**config.mk**
```make
export PLATFORM = sky130hd
export DESIGN_NAME = aia_sqrt_cell
export DESIGN_NICKNAME = d
export VERILOG_FILES = /design/src/rtl/core/aia_sqrt_cell.sv
export SDC_FILE = /design/constraint.sdc
export NUM_CORES = 1
export LEC_CHECK = 0
export ABC_AREA = 1
export BUFFER_PORTS_ARGS = -buffer_cell sky130_fd_sc_hd__buf_2
export CAP_MARGIN = 0
export CELL_PAD_IN_SITES_DETAIL_PLACEMENT = 1
export CELL_PAD_IN_SITES_GLOBAL_PLACEMENT = 1
export CORE_MARGIN = 2
export CORE_UTILIZATION = 38
export DETAILED_ROUTE_END_ITERATION = 7
export GPL_ROUTABILITY_DRIVEN = 1
export PLACE_DENSITY = 0.95
export SLEW_MARGIN = 20
export SYNTH_ARGS = -nofsm -noshare
export SYNTH_HDL_FRONTEND = slang
export SYNTH_SLANG_ARGS = --single-unit
```
**constraint.sdc**
```tcl
create_clock -name clk -period 3.46 [get_ports clk]
set_input_delay 0.173 -clock clk [delete_from_list [all_inputs] [get_ports clk]]
set_output_delay 0.173 -clock clk [all_outputs]
set_load 0.05 [all_outputs]
```
**src/rtl/core/aia_sqrt_cell.sv**
```systemverilog
// aia_sqrt_cell.sv: one digit of a pipelined integer square root
// standalone, chained by the top level
`default_nettype none

module aia_sqrt_cell #(
  parameter int XW = 34,
  parameter int RW = 17,
  parameter int SW = 1
) (
  input  logic          clk,
  input  logic          rst_n,
  input  logic          v_in,
  output logic          rdy_up,
  output logic          v_out,
  input  logic          rdy_dn,
  input  logic [XW-1:0] x_in,
  input  logic [RW+1:0] rem_in,
  input  logic [RW-1:0] root_in,
  input  logic [SW-1:0] side_in,
  output logic [XW-1:0] x_r,
  output logic [RW+1:0] rem_r,
  output logic [RW-1:0] root_r,
  output logic [SW-1:0] side_r
);

  logic          v_r;
  logic          adv;
  logic [RW+3:0] cat;
  logic [RW+3:0] trial;
  logic          ge;
  logic [RW+3:0] diff;

  assign adv    = !v_r || rdy_dn;
  assign rdy_up = adv;
  assign v_out  = v_r;

  // bring in two radicand bits and try the next root bit
  assign cat   = {rem_in, x_in[XW-1 -: 2]};
  assign trial = {2'b00, root_in, 2'b01};
  assign ge    = cat >= trial;
  assign diff  = cat - trial;

  always_ff @(posedge clk) begin
    if (!rst_n) begin
      v_r <= 1'b0;
    end else if (adv) begin
      v_r <= v_in;
    end
  end

  always_ff @(posedge clk) begin
    if (adv) begin
      x_r    <= {x_in[XW-3:0], 2'b00};
      rem_r  <= ge ? diff[RW+1:0] : cat[RW+1:0];
      root_r <= {root_in[RW-2:0], ge};
      side_r <= side_in;
    end
  end

endmodule

`default_nettype wire

```
* Word level (Yosys, flattened, before mapping) *
Index checks and enable logic that the tools add are counted.

word-level totals
  register bits after elaboration = 70
  input port bits = 75
  output and inout bits = 73
  word-level logic and storage cells = 10

cells by class
  add/sub/neg operators = 1
  order comparisons = 1
  muxes and demuxes = 1
  reductions and logical operators = 2

operators with widths
  kind                            count
  >= comparator 21 x 19 -> 1 bit  1
  2-to-1 mux 19 bit               1
  subtractor 19 bit               1
  zero test 1 bit                 1
  logical OR 1 bit                1

* Depth between registers and ports, before layout *
  word-level depth = 2
  mapped depth = 14
  gate-level depth less buffers = 13

* Worst setup path after synthesis *
Ideal clock, no wire load.

  path kind = register to register
  from = reg v_r (netlist: v_out)
  to = reg rem_r[0], enable pin
  library setup time = 0.827 ns
  data arrival time = 2.151 ns
  data required time = 2.633 ns
  path slack = 0.482 ns
  cell stages (with the launch flop) = 2
  period minus slack after synthesis = 2.978 ns
  path through = dfxtp_1 > nand2_1

on the way
  word-level cells in the longest chain between the ends = 2

RTL lines
  item                    line  RTL
  from (decl)             26    logic v_r;
  from (signal assigned)  47    v_r <= v_in;
  zero test 1 bit         33    assign adv = !v_r || rdy_dn;
  logical OR 1 bit        33
  named net rdy_up        13    output logic rdy_up,
  to (signal assigned)    54    rem_r <= ge ? diff[RW+1:0] : cat[RW+1:0];
  to (decl)               21    output logic [RW+1:0] rem_r,

The timed path passes the listed nets, and every way through them passes these cells.
A chain may end at the register's enable or synchronous reset.

* Worst setup path after layout *
  from = in root_in[13]
  to = reg rem_r[11] (data pin)

on the way
  word-level cells in the longest chain between the ends = 2

RTL lines
  item                            line  RTL
  from (decl)                     18    input logic [RW-1:0] root_in,
  >= comparator 21 x 19 -> 1 bit  40    assign ge = cat >= trial;
  2-to-1 mux 19 bit               54

No other way between the ends.

==> reports/metrics.csv <==
metric,value,unit
timing.final.crit_share,73.1,%
clock_power_share,29.1,%
firstDrtPassIters,5,
min_period,2530,ps
grt_antenna_before_repair,0,
die_area,10300,sq um
fillCellCount,1096,
path_max_fanout,22,
min_path_type,primary input to flip-flop,
slew_headroom,32.8,%
startpoint_type,primary input,
io_buffers,145,
vias,3795,
cellPowerDensity,538,nW/um^2
p_seq_share,40.3,%
worstPathArrival,2640,ps
synth-warning-count,0,
clock_latency,360,ps
rows,35,
critical_path_class,primary input to flip-flop,
fp.dieW,102,microns
ys_seq_area_share,57.8,%
violations,hold timing,
nets,658,
start_util,39.2,%
grt_first_pass_wirelength,22.7,mm
holdWs,-8.35,ps
combPwrFrac,30.5,%
diodes,0,
ys_ff_latch,70,
grt_max_degree,72,
fin_worst_skew,13.9,ps
syn_inst,385,
coreArea,9240,sq um
required,3570,ps
wirelength,16.3,mm
gr-total-overflow,0,
drive_above_1_share,30.8,%
outcome,"finished, violations left",
grt_pass1_vias,3935,
clk_pin_slew,90,ps
cts-root-buf,clkbuf_8,
power.internal,0.00164,W
wl_per_cell,23.3,microns
leakagePower,2.52,nW
tightest_slew,1010,ps
setup_viol,0,
ys_types,23,
grt_use_total,30.1,%
dieHeight,102,microns
worstSetupEndpointType,flip-flop,
grt_setup_unrepaired,no,
slew_violations,0,
fin_cells,698,
max-vdd-ir-drop,0.000228,V
tns,0,ps
ant_nets,0,
p_sw,0.00103,W
dp_hpwl,8.83,mm
timing.max_cap.violations,0,
synth.avg_cell_area,9.40,sq um
swShare,38.6,%
via_per_inst,5.44,
area_delta_synth_final,37.0,%
htreeDepth,3,
cts_tree,yes,
cts_sinks,70,
gp_congestion,0.899,
ctsResizeCount,0,
cts_made_buffers,9,
max_freq,0.395,GHz
dpl.cell_count,655,
ios,148,
clk_path_buf_depth,2,
first_iter_violations,342,
drc,0,
hold_viol_final,1,
syn_area,3620,sq um
## power by group through the flow
stage	clock (W)	combinational, W	sequential [W]
global route	0.000795	0.000854	0.00108
floorplan	0	0.000223	0.00138
finish	0.000777	0.000815	0.00108
detailed placement	0	0.000730	0.00108
CTS	0.000755	0.000772	0.00106
global placement	0	0.000700	0.00107
## sequential cells by signal, indices dropped and copies added (netlist names)
register / flops
rem_r: 19
root_r: 17
side_r: 1
v_out: 1
x_r: 32
## cell usage after synthesis, drive strengths merged
cell type | n | area (sq um)
nand2 | 143 | 559
edfxtp | 69 | 2070
inv | 62 | 235
nand3 | 26 | 130
nor2 | 23 | 88.8
ha | 19 | 238
a21oi | 14 | 73.8
xor2 | 8 | 70.1
buf | 5 | 45.0
o21ai | 5 | 25.0
nand3b | 4 | 30.0
nor3 | 4 | 20.0
a21boi | 1 | 7.51
conb | 1 | 3.75
dfxtp | 1 | 20.0
## final cells by class
class                   count  area, sq um  area share, %
clock buffers              10          128           2.58
multi-input cells         249         1260           25.4
flip-flops and latches     70         2090           42.2
clock inverters             6         86.3           1.74
inverters                  62          235           4.75
repair buffers            172          996           20.1
well taps                 129          161           3.26
## layer usage
layer	global-route usage, %	part of all wire (%)	vias up
met4	16.1	5.6	0
li1	-	-	1595
met1	32.8	36	1806
met3	9.66	12	84
met2	51.8	47	310
met5	0	0	-
## timing repair
| action | 4_1_cts | 5_1_grt |
|---|---|---|
| buffers inserted | 0 | 0 |
| hold endpoints to repair | 24 | 3 |
| hold buffers | 24 | 3 |
## cell usage in the layout (no fill, tap or decap), drive strengths merged
cell type    synthesis  final
clkinvlp             0      1
nand3               26     26
dfxtp                1      1
a21oi               14     14
nand2              143    143
inv                 62     62
nand3b               4      4
edfxtp              69     69
ha                  19     19
a21boi               1      1
buf                  5    145
dlygate4sd3          0     27
clkbuf               0     10
nor3                 4      4
conb                 1      2
bufinv               0      2
nor2                23     23
xor2                 8      8
o21ai                5      5
clkinv               0      3
## metrics by stage
stage	worst slack (ps)	cell area, sq um	total power [W]	util [%]
after global routing	788	4960	0.00273	53.6
final	931	4960	0.00267	53.6
after CTS	1090	4930	0.00259	53.3
after detailed placement	1230	4470	0.00181	48.4
after floorplan	482	3620	0.00160	-
after global placement	1350	4470	0.00177	48.4
## cell families (layout without fill, tap and decap cells)
logic type,count (synthesis),count (layout),share of synthesized area (%)
AOI/OAI and AO/OA,20,20,2.94
xor gates and xnor gates,8,8,1.94
adders and majority gates,19,19,6.57
buffers and inverters,67,250,7.75
DFF,70,70,57.8
other,1,2,0.104
and+or+nand+nor,200,200,22.9
## critical path: stages
cell	delay, ps
dlygate4sd3_1	530
buf_2	110
inv_1	40
ha_1	370
nand2_1	160
nor2_1	200
nand2_1	110
nor2_1	100
nand2_1	60
nand2_1	60
nor2_1	60
nand2_4	250
inv_4	170
nand2_1	120
nand2_1	100
## path summary, 6_finish.rpt
kind | cells past startpoint | end | slack [ps] | from
worst min register to register | 1 | x_r[6] | 1280 | v_out
worst max register to register | 1 | x_r[4] | 1940 | v_out
worst min-delay path | 1 | x_r[18] | -8 | x_in[16]
worst max-delay path | 15 | rem_r[11] | 930 | root_in[13]
Power figures use the tool's default switching activity.
