`src/rtl/core/aia_div_cell.sv`:
```
// aia_div_cell.sv: one quotient bit of a pipelined restoring divider
// standalone, chained by the top level
`default_nettype none

module aia_div_cell #(
  parameter int DW = 32,
  parameter int NW = 45,
  parameter int SW = 1
) (
  input  logic          clk,
  input  logic          rst_n,
  input  logic          v_in,
  output logic          rdy_up,
  output logic          v_out,
  input  logic          rdy_dn,
  input  logic [DW-1:0] rem_in,
  input  logic [DW-1:0] div_in,
  input  logic [NW-1:0] dq_in,
  input  logic [SW-1:0] side_in,
  output logic [DW-1:0] rem_r,
  output logic [DW-1:0] div_r,
  output logic [NW-1:0] dq_r,
  output logic [SW-1:0] side_r
);

  logic        v_r;
  logic        adv;
  logic [DW:0] partial;
  logic [DW:0] diff;
  logic        ge;

  assign adv    = !v_r || rdy_dn;
  assign rdy_up = adv;
  assign v_out  = v_r;

  // shift in the next dividend bit, subtract when it fits
  assign partial = {rem_in, dq_in[NW-1]};
  assign ge      = partial >= {1'b0, div_in};
  assign diff    = partial - {1'b0, div_in};

  always_ff @(posedge clk) begin
    if (!rst_n) begin
      v_r <= 1'b0;
    end else if (adv) begin
      v_r <= v_in;
    end
  end

  always_ff @(posedge clk) begin
    if (adv) begin
      rem_r  <= ge ? diff[DW-1:0] : partial[DW-1:0];
      div_r  <= div_in;
      dq_r   <= {dq_in[NW-2:0], ge};
      side_r <= side_in;
    end
  end

endmodule

`default_nettype wire

```
`config.mk`:
```
export PLATFORM = sky130hd
export DESIGN_NAME = aia_div_cell
export DESIGN_NICKNAME = d
export VERILOG_FILES = /design/src/rtl/core/aia_div_cell.sv
export SDC_FILE = /design/constraint.sdc
export NUM_CORES = 1
export LEC_CHECK = 0
export BUFFER_PORTS_ARGS = -buffer_cell sky130_fd_sc_hd__buf_4
export CAP_MARGIN = 20
export CORE_ASPECT_RATIO = 0.8
export CORE_MARGIN = 4
export CORE_UTILIZATION = 36
export CTS_CLUSTER_SIZE = 14
export DETAILED_ROUTE_END_ITERATION = 10
export SYNTH_ARGS = -nofsm -noshare
export SYNTH_HDL_FRONTEND = slang
export SYNTH_SLANG_ARGS = --single-unit
```
`constraint.sdc`:
```
create_clock -name clk -period 4.8 [get_ports clk]
set_input_delay 0.48 -clock clk [delete_from_list [all_inputs] [get_ports clk]]
set_output_delay 0.48 -clock clk [all_outputs]
set_load 0.1 [all_outputs]
```
# == After elaboration in Yosys (flattened, before gate mapping) ==
# Cells that the tools add are included.
# classes
n_shift,0
eq_ne,0
n_reduce_logical,2
bitwise,0
n_mul,0
addsub,1
n_lt_le_gt_ge,1
n_mux,1
div_mod_pow,0
# ops
cell,n
33-bit by 32-bit >= comparator with 1-bit output,1
32-bit two-way mux,1
32-bit subtractor,1
1-bit logical NOT,1
1-bit logical OR,1
# totals
word_cells,10
mem_count,0
ram_bits,0
romBits,0
latchBits,0
reg_bits,111

# == Logic depth before layout (Yosys ltp) ==
# Gate-level depths: netlist of the first run.
# logic_depth
word_depth,2
ltp_mapped,13
mapped_depth_nobuf,12

# == Worst setup path after synthesis of the first run ==
# No wires, ideal clock.
# synth_timing
path_type,register to register
startpoint,register v_r (netlist: v_out)
endpoint,"register div_r[0], enable pin"
slack_ps,-58
setup_ps,1225
path_stages_with_launch,2
t_arrival_ps,3633
path_cell_list,dfxtp_1 > nand2b_1
# synth_between
elab_chain_cells,2
# synth_rtl
element,line_no,source
"start, declared",26,logic v_r;
"start signal, assigned",45,v_r <= v_in;
1-bit logical NOT,32,assign adv = !v_r || rdy_dn;
1-bit logical OR,32,
named net rdy_up,13,"output logic rdy_up,"
"end signal, assigned",52,div_r <= div_in;
"end, declared",21,"output logic [DW-1:0] div_r,"
# The timed path passes the listed nets, and every way through them passes these cells.
# A chain may end at the register's enable or synchronous reset.

# == Worst setup path in the final report of the first run ==
# layout_timing
startpoint,input div_in[0]
endpoint,"register rem_r[30], data pin"
# layout_between
elab_chain_cells,2
# layout_rtl
element,line_no,source
"start, declared",17,"input logic [DW-1:0] div_in,"
32-bit subtractor or 33-bit by 32-bit >= comparator with 1-bit output (tied branches),"39, 38",
32-bit two-way mux (*),51,rem_r <= ge ? diff[DW-1:0] : partial[DW-1:0];
"end signal, assigned",51,
"end, declared",20,"output logic [DW-1:0] rem_r,"
# Mark *: on every way between the ends. The rest lies on a longest branch, timed or not.

==> impl_metrics.yaml, run 1 <==
synthesis:
  synth_seq_area_share: 0.581
  synth_edf_count: 110
  ys_ff_latch: 111
  synth_flop_cell: "edfxtp_1"
  netlist_instances: 458
  synthTopCellsByArea: "edfxtp_1, ha_1, a21oi_1"
  synth_area_um2: 5720
  yosysTopAreaCellShare: 0.578
  ys_types: 55
  synthArstFlopShare: 0
  yosys.area.top_type: "edfxtp_1"
  syn_avg_cell_area_um2: 12.5
  syn_nets: 605
  yosys_warnings: 0
final_layout:
  final_cell_mix: "buf_4, edfxtp_1, inv_1, a21oi_1, nor2_1"
  final_area_um2: 7870
  syn_to_final_growth_pct: 37.6
  fin_nets: 828
  drive_gt1_frac: 0.417
  layout_commonest_cell: "buf_4"
  layout.cells.non_filler: 896
  num_antenna_cells: 0
  nFillCells: 1432
power_and_ir_drop:
  p_leak_nw: 3.48
  power.density_nw_per_um2: 425
  ir_worst_vdd_mv: 0.220
  finalPower_mw: 3.35
grt:
  grt_pass1_vias: 4260
  antenna_found_initial: 0
  grt_max_degree: 51
  grt_pass1_wl_um: 23500
  gr-total-overflow: 0
  grt.total_usage: 0.165
critical_path:
  r2r_setup_slack_ns: 2.97
  start_kind: "input pin"
  worstReg2RegEnd: "dq_r[40]$_DFFE_PP_"
  critPathKind: "input pin to flop"
  cp_max_fo: 3
  reg2regPathDepth: 2
  critPathArrivalTime_ns: 3.43
  cp.required_ns: 4.91
  cp-end-kind: "flop"
  reg2reg_from: "v_out$_SDFFE_PN0P_"
floorplan:
  dieArea_um2: 18000
  core_um2: 15300
  die_x_um: 149
  start_util: 0.373
  ioPinCount: 226
  die_y_um: 121
  core.rowCount: 40
sta:
  fmax_mhz: 301
  period_needed_ns: 3.32
  hold_viol: 0
  skew_ns: 0.00653
  setup_viol: 0
  rsz0062_at_grt: "no"
  fin_tns_setup_ns: 0
  min_period_over_period: 0.692
  final_max_slew_viol_count: 0
  slew_headroom: 0.536
  worst_slew_pin_slew_ns: 0.695
clocking:
  h-tree-depth: 3
  post_cts_resized: 0
  cts_tree: "done"
  cts.clk_slew.worst_paths_ns: 0.08
  max-clock-path-buffers: 2
  cts_root_buf: "clkbuf_16"
  clock-sinks: 111
  insertion_delay_ns: 0.36
  postCtsHoldBufs: 0
  post_cts_buffers: 0
  cts_made_buffers: 9
route:
  drt_drc_violations_left: 0
  routed_wl_um: 15100
  viasPerCell: 4.79
  num_vias: 4290
  ant_nets: 0
  drt_iter0_drc: 210
  wl_per_cell_um: 16.9
  dr.pass1.iters: 6
min_path:
  hp-start: "dq_in[0]"
  min_path_cells: 1
  hold_class: "input pin to flop"
  holdPathEnd: "dq_r[1]$_DFFE_PP_"
placement:
  dpl.cell_count: 880
  io_buffers: 225
  hpwl_um: 12000
  place_congestion: 0.816
  placed_cell_area_um2: 7570
job:
  max-cap-violations: 0
run_status:
  outcome: "finished clean"
[cell type report]
class	count	area, um^2	area share
clock inverter	7	70.1	0.00891
inverter	39	146	0.0186
multi-input combinational	291	2120	0.269
tap	210	263	0.0334
sequential	111	3320	0.422
timing repair buffer	229	1720	0.219
clock buffer	9	225	0.0286
[where the power goes]
group	internal, mW	switching [mW]	leakage [nW]	total, mW
clock network	0.371	0.380	0.149	0.751
logic	0.338	1.03	2.19	1.37
registers	1.19	0.0331	1.14	1.22
[kinds of logic after synthesis]
logic type / count (synthesis) / synth area share
compound gates: 118 / 0.144
xor+xnor: 27 / 0.0414
fa+ha+maj: 33 / 0.0735
buf+inv: 56 / 0.0495
flops: 111 / 0.581
mux: 12 / 0.0260
simple gates: 101 / 0.0847
[worst max-delay path, cell delays in order]
cell,delay (ns)
buf_4,0.11
ha_1,0.23
fa_1,0.41
nand2b_1,0.18
a21oi_1,0.18
o2111ai_1,0.22
o211a_1,0.33
a31oi_1,0.28
a21oi_1,0.21
o41ai_1,0.38
xor2_1,0.13
mux2_4,0.28
[registers in the layout, summed over array words and instances (netlist names)]
name / flops
dq_r: 45
div_r: 32
rem_r: 32
side_r: 1
v_out: 1
[cell usage after synthesis (2+ instances only)]
cell         n
nor2_1      36
a21oi_1     36
clkbuf_1     5
inv_1       39
xor2_1      11
a31oi_1      2
edfxtp_1   110
mux2_2       7
o211ai_1     5
a21oi_2     20
xnor2_1     16
o21bai_1     3
buf_12       3
buf_6        2
a21o_1      13
ha_1        32
nand4_1      8
o21a_1       7
o22ai_1      2
nand2_1     26
or2_2        2
nor4_1       3
nor2b_1      2
nand2b_1     4
and2_1       2
buf_2        7
a2bb2oi_1    2
mux2_4       4
o21ai_0     13
a211oi_1     2
nand3_1     10
[metrics by stage]
stage          utilization  worst slack, ns  hold WS, ns
3_5_place_dp         0.494             1.12        0.660
2_1_floorplan            -             1.49        0.579
4_1_cts              0.514             1.48        0.278
3_3_place_gp         0.494             1.07        0.658
5_1_grt              0.514             1.28        0.271
6_report             0.514             1.48        0.295
[routing by layer]
metal	up-vias	global-route usage	wire length, um
met5	-	0	0
met4	0	0.0412	147
met3	10	0.0525	1300
met2	162	0.262	6930
met1	1991	0.220	6760
li1	2127	-	-
[worst max-delay path by stage]
| stage | from | end | slack, ns |
|---|---|---|---|
| 2_1_floorplan | v_out$_SDFFE_PN0P_ | div_r[0]$_DFFE_PP_ | 1.49 |
| 3_3_place_gp | div_in[0] | rem_r[30]$_DFFE_PP_ | 1.07 |
| 3_5_place_dp | div_in[0] | rem_r[30]$_DFFE_PP_ | 1.12 |
| 4_1_cts | div_in[0] | rem_r[30]$_DFFE_PP_ | 1.48 |
| 5_1_grt | div_in[0] | rem_r[30]$_DFFE_PP_ | 1.28 |
| 6_report | div_in[0] | rem_r[30]$_DFFE_PP_ | 1.48 |
Power figures use the tool's default switching activity.
==> run 2, diff against run 1 <==
- clock period: 4.8 -> 2.8 ns (I/O delays scaled with it)
==> run 2 against run 1 <==
- sequential power increased by 72%
- count of clock-buffer cells in the layout unchanged
- final cell count increased by 8.3%
- critical path type unchanged
- largest cell class unchanged
- largest power group unchanged
==> impl_metrics.yaml, run 2 (synthesis gave the netlist of run 1 again) <==
route:
  ant_nets: 0
  num_vias: 4609
  drt_iter0_drc: 274
  drt_drc_violations_left: 0
  dr.pass1.iters: 4
  viasPerCell: 4.75
  wl_per_cell_um: 16.6
  routed_wl_um: 16100
final_layout:
  layout.cells.non_filler: 970
  largest_reg_flops: 45
  reg_top3: "dq_r: 45 flops, div_r: 32 flops, rem_r: 32 flops"
  top_register: "dq_r"
  final_area_um2: 8660
  final_core_util: 0.566
  layout_commonest_cell: "buf_4"
  nFillCells: 1387
  fin_nets: 902
  drive_gt1_frac: 0.499
  final_cell_mix: "buf_4, edfxtp_1, nor2_1, a21oi_1, inv_1"
  seqCellArea_um2: 3320
  num_antenna_cells: 0
  syn_to_final_growth_pct: 51.5
  multi_input_area_um2: 2290
critical_path:
  critPathArrivalTime_ns: 2.89
  reg2regPathDepth: 2
  reg2reg_from: "v_out$_SDFFE_PN0P_"
  cp.required_ns: 2.91
  crit_chain: "buf_4 > inv_12 > ha_4 > nand4_1 > or4_4 > a21oi_4 > nor3_4 > a211oi_4 > o21ai_2 > o31ai_4 > buf_4 > buf_12 > mux2_2"
  slowest_stage: "or4_4"
  r2r_setup_slack_ns: 1.34
  slowest_delay_ns: 0.59
  cp_max_fo: 7
  worstReg2RegEnd: "div_r[30]$_DFFE_PP_"
  start_kind: "input pin"
  worst_path_most_repeated_cell: "buf_4"
  critPathKind: "input pin to flop"
  cp-end-kind: "flop"
sta:
  fmax_mhz: 360
  whs_ns: 0.0933
  skew_ns: 0.00443
  setup_viol: 0
  slew_headroom: 0.661
  hold_viol: 0
  min_period_over_period: 0.992
  period_needed_ns: 2.78
  worst_slew_pin_slew_ns: 0.508
  final_max_slew_viol_count: 0
placement:
  dpl.cell_count: 952
  place_congestion: 0.866
  placed_cell_area_um2: 8280
  io_buffers: 225
  hpwl_um: 13000
clocking:
  cts_root_buf: "clkbuf_16"
  cts_tree: "done"
  postCtsHoldBufs: 0
  cts_made_buffers: 9
  clock-sinks: 111
  insertion_delay_ns: 0.36
  h-tree-depth: 3
  max-clock-path-buffers: 2
  cts.clk_slew.worst_paths_ns: 0.08
floorplan:
  die_y_um: 121
  ioPinCount: 226
  core_um2: 15300
  core.rowCount: 40
  start_util: 0.373
  dieArea_um2: 18000
  die_x_um: 149
job:
  max-cap-violations: 0
grt:
  grt_pass1_wl_um: 25100
  gr-total-overflow: 0
  grt_max_degree: 65
  grt_pass1_vias: 4820
  antenna_found_initial: 0
  grt.total_usage: 0.175
min_path:
  min_path_cells: 1
  hold_class: "input pin to flop"
  hp-start: "dq_in[24]"
  holdPathEnd: "dq_r[25]$_DFFE_PP_"
power_and_ir_drop:
  power.density_nw_per_um2: 687
  p_leak_nw: 3.87
  ir_worst_vdd_mv: 0.386
  finalPower_mw: 5.95
run_status:
  outcome: "finished clean"
-- run 2: cell count changes in the layout (fill, tap and decap cells not counted), moves of 3 or more --
cell,before,now
buf_12,0,3
ha_1,32,23
mux2_4,4,7
mux2_2,7,4
inv_1,39,33
inv_6,0,3
buf_4,229,298
ha_4,0,9
-- run 2: final cells by class --
type,count,share of cell area
Sequential cell,111,0.384
Timing Repair Buffer,303,0.268
Multi-Input combinational cell,291,0.264
Tap cell,210,0.0303
Clock buffer,9,0.0260
Inverter,39,0.0195
Clock inverter,7,0.00838
-- run 2: critical path: cells and delay by family --
family | cells | cell delay [ns]
muxes | 1 | 0.32
AOI/OAI and AO/OA | 4 | 0.77
adders and majority gates | 1 | 0.25
and+or+nand+nor | 3 | 0.82
buffers and inverters | 4 | 0.44
-- run 2: repair_timing --
action                     4_1_cts  5_1_grt
setup endpoints to repair        0       14
setup buffers                    0        2
resized for setup                0       15
-- run 2: how the worst max path moves through the flow --
stage | cells past startpoint | end | start
2_1_floorplan | 12 | rem_r[13]$_DFFE_PP_ | div_in[17]
3_3_place_gp | 12 | rem_r[30]$_DFFE_PP_ | div_in[0]
3_5_place_dp | 12 | rem_r[30]$_DFFE_PP_ | div_in[0]
4_1_cts | 12 | rem_r[30]$_DFFE_PP_ | div_in[0]
5_1_grt | 13 | rem_r[8]$_DFFE_PP_ | div_in[15]
6_report | 13 | rem_r[8]$_DFFE_PP_ | div_in[17]
-- run 2: per-stage QoR --
step | setup WS (ns) | TNS, ns
finish | 0.0226 | 0
global route | -0.0136 | -0.0199
CTS | 0.0442 | 0
detailed placement | -0.353 | -7.89
global placement | -0.278 | -5.99
floorplan | -0.186 | -2.48
-- run 2: per-layer routing --
layer,part of all wire,vias up,wire [um],GRT usage
met2,0.47,171,7520,0.284
li1,-,2279,-,-
met1,0.44,2151,7020,0.225
met3,0.090,8,1460,0.0641
met4,0.0076,0,123,0.0412
met5,0,-,0,0
-- run 2: power breakdown --
part	switching [mW]	internal [mW]	leakage [nW]	total, mW
registers	0.0541	2.04	1.14	2.10
logic	1.83	0.729	2.58	2.56
clock network	0.658	0.637	0.149	1.29
total	2.54	3.41	3.87	5.95
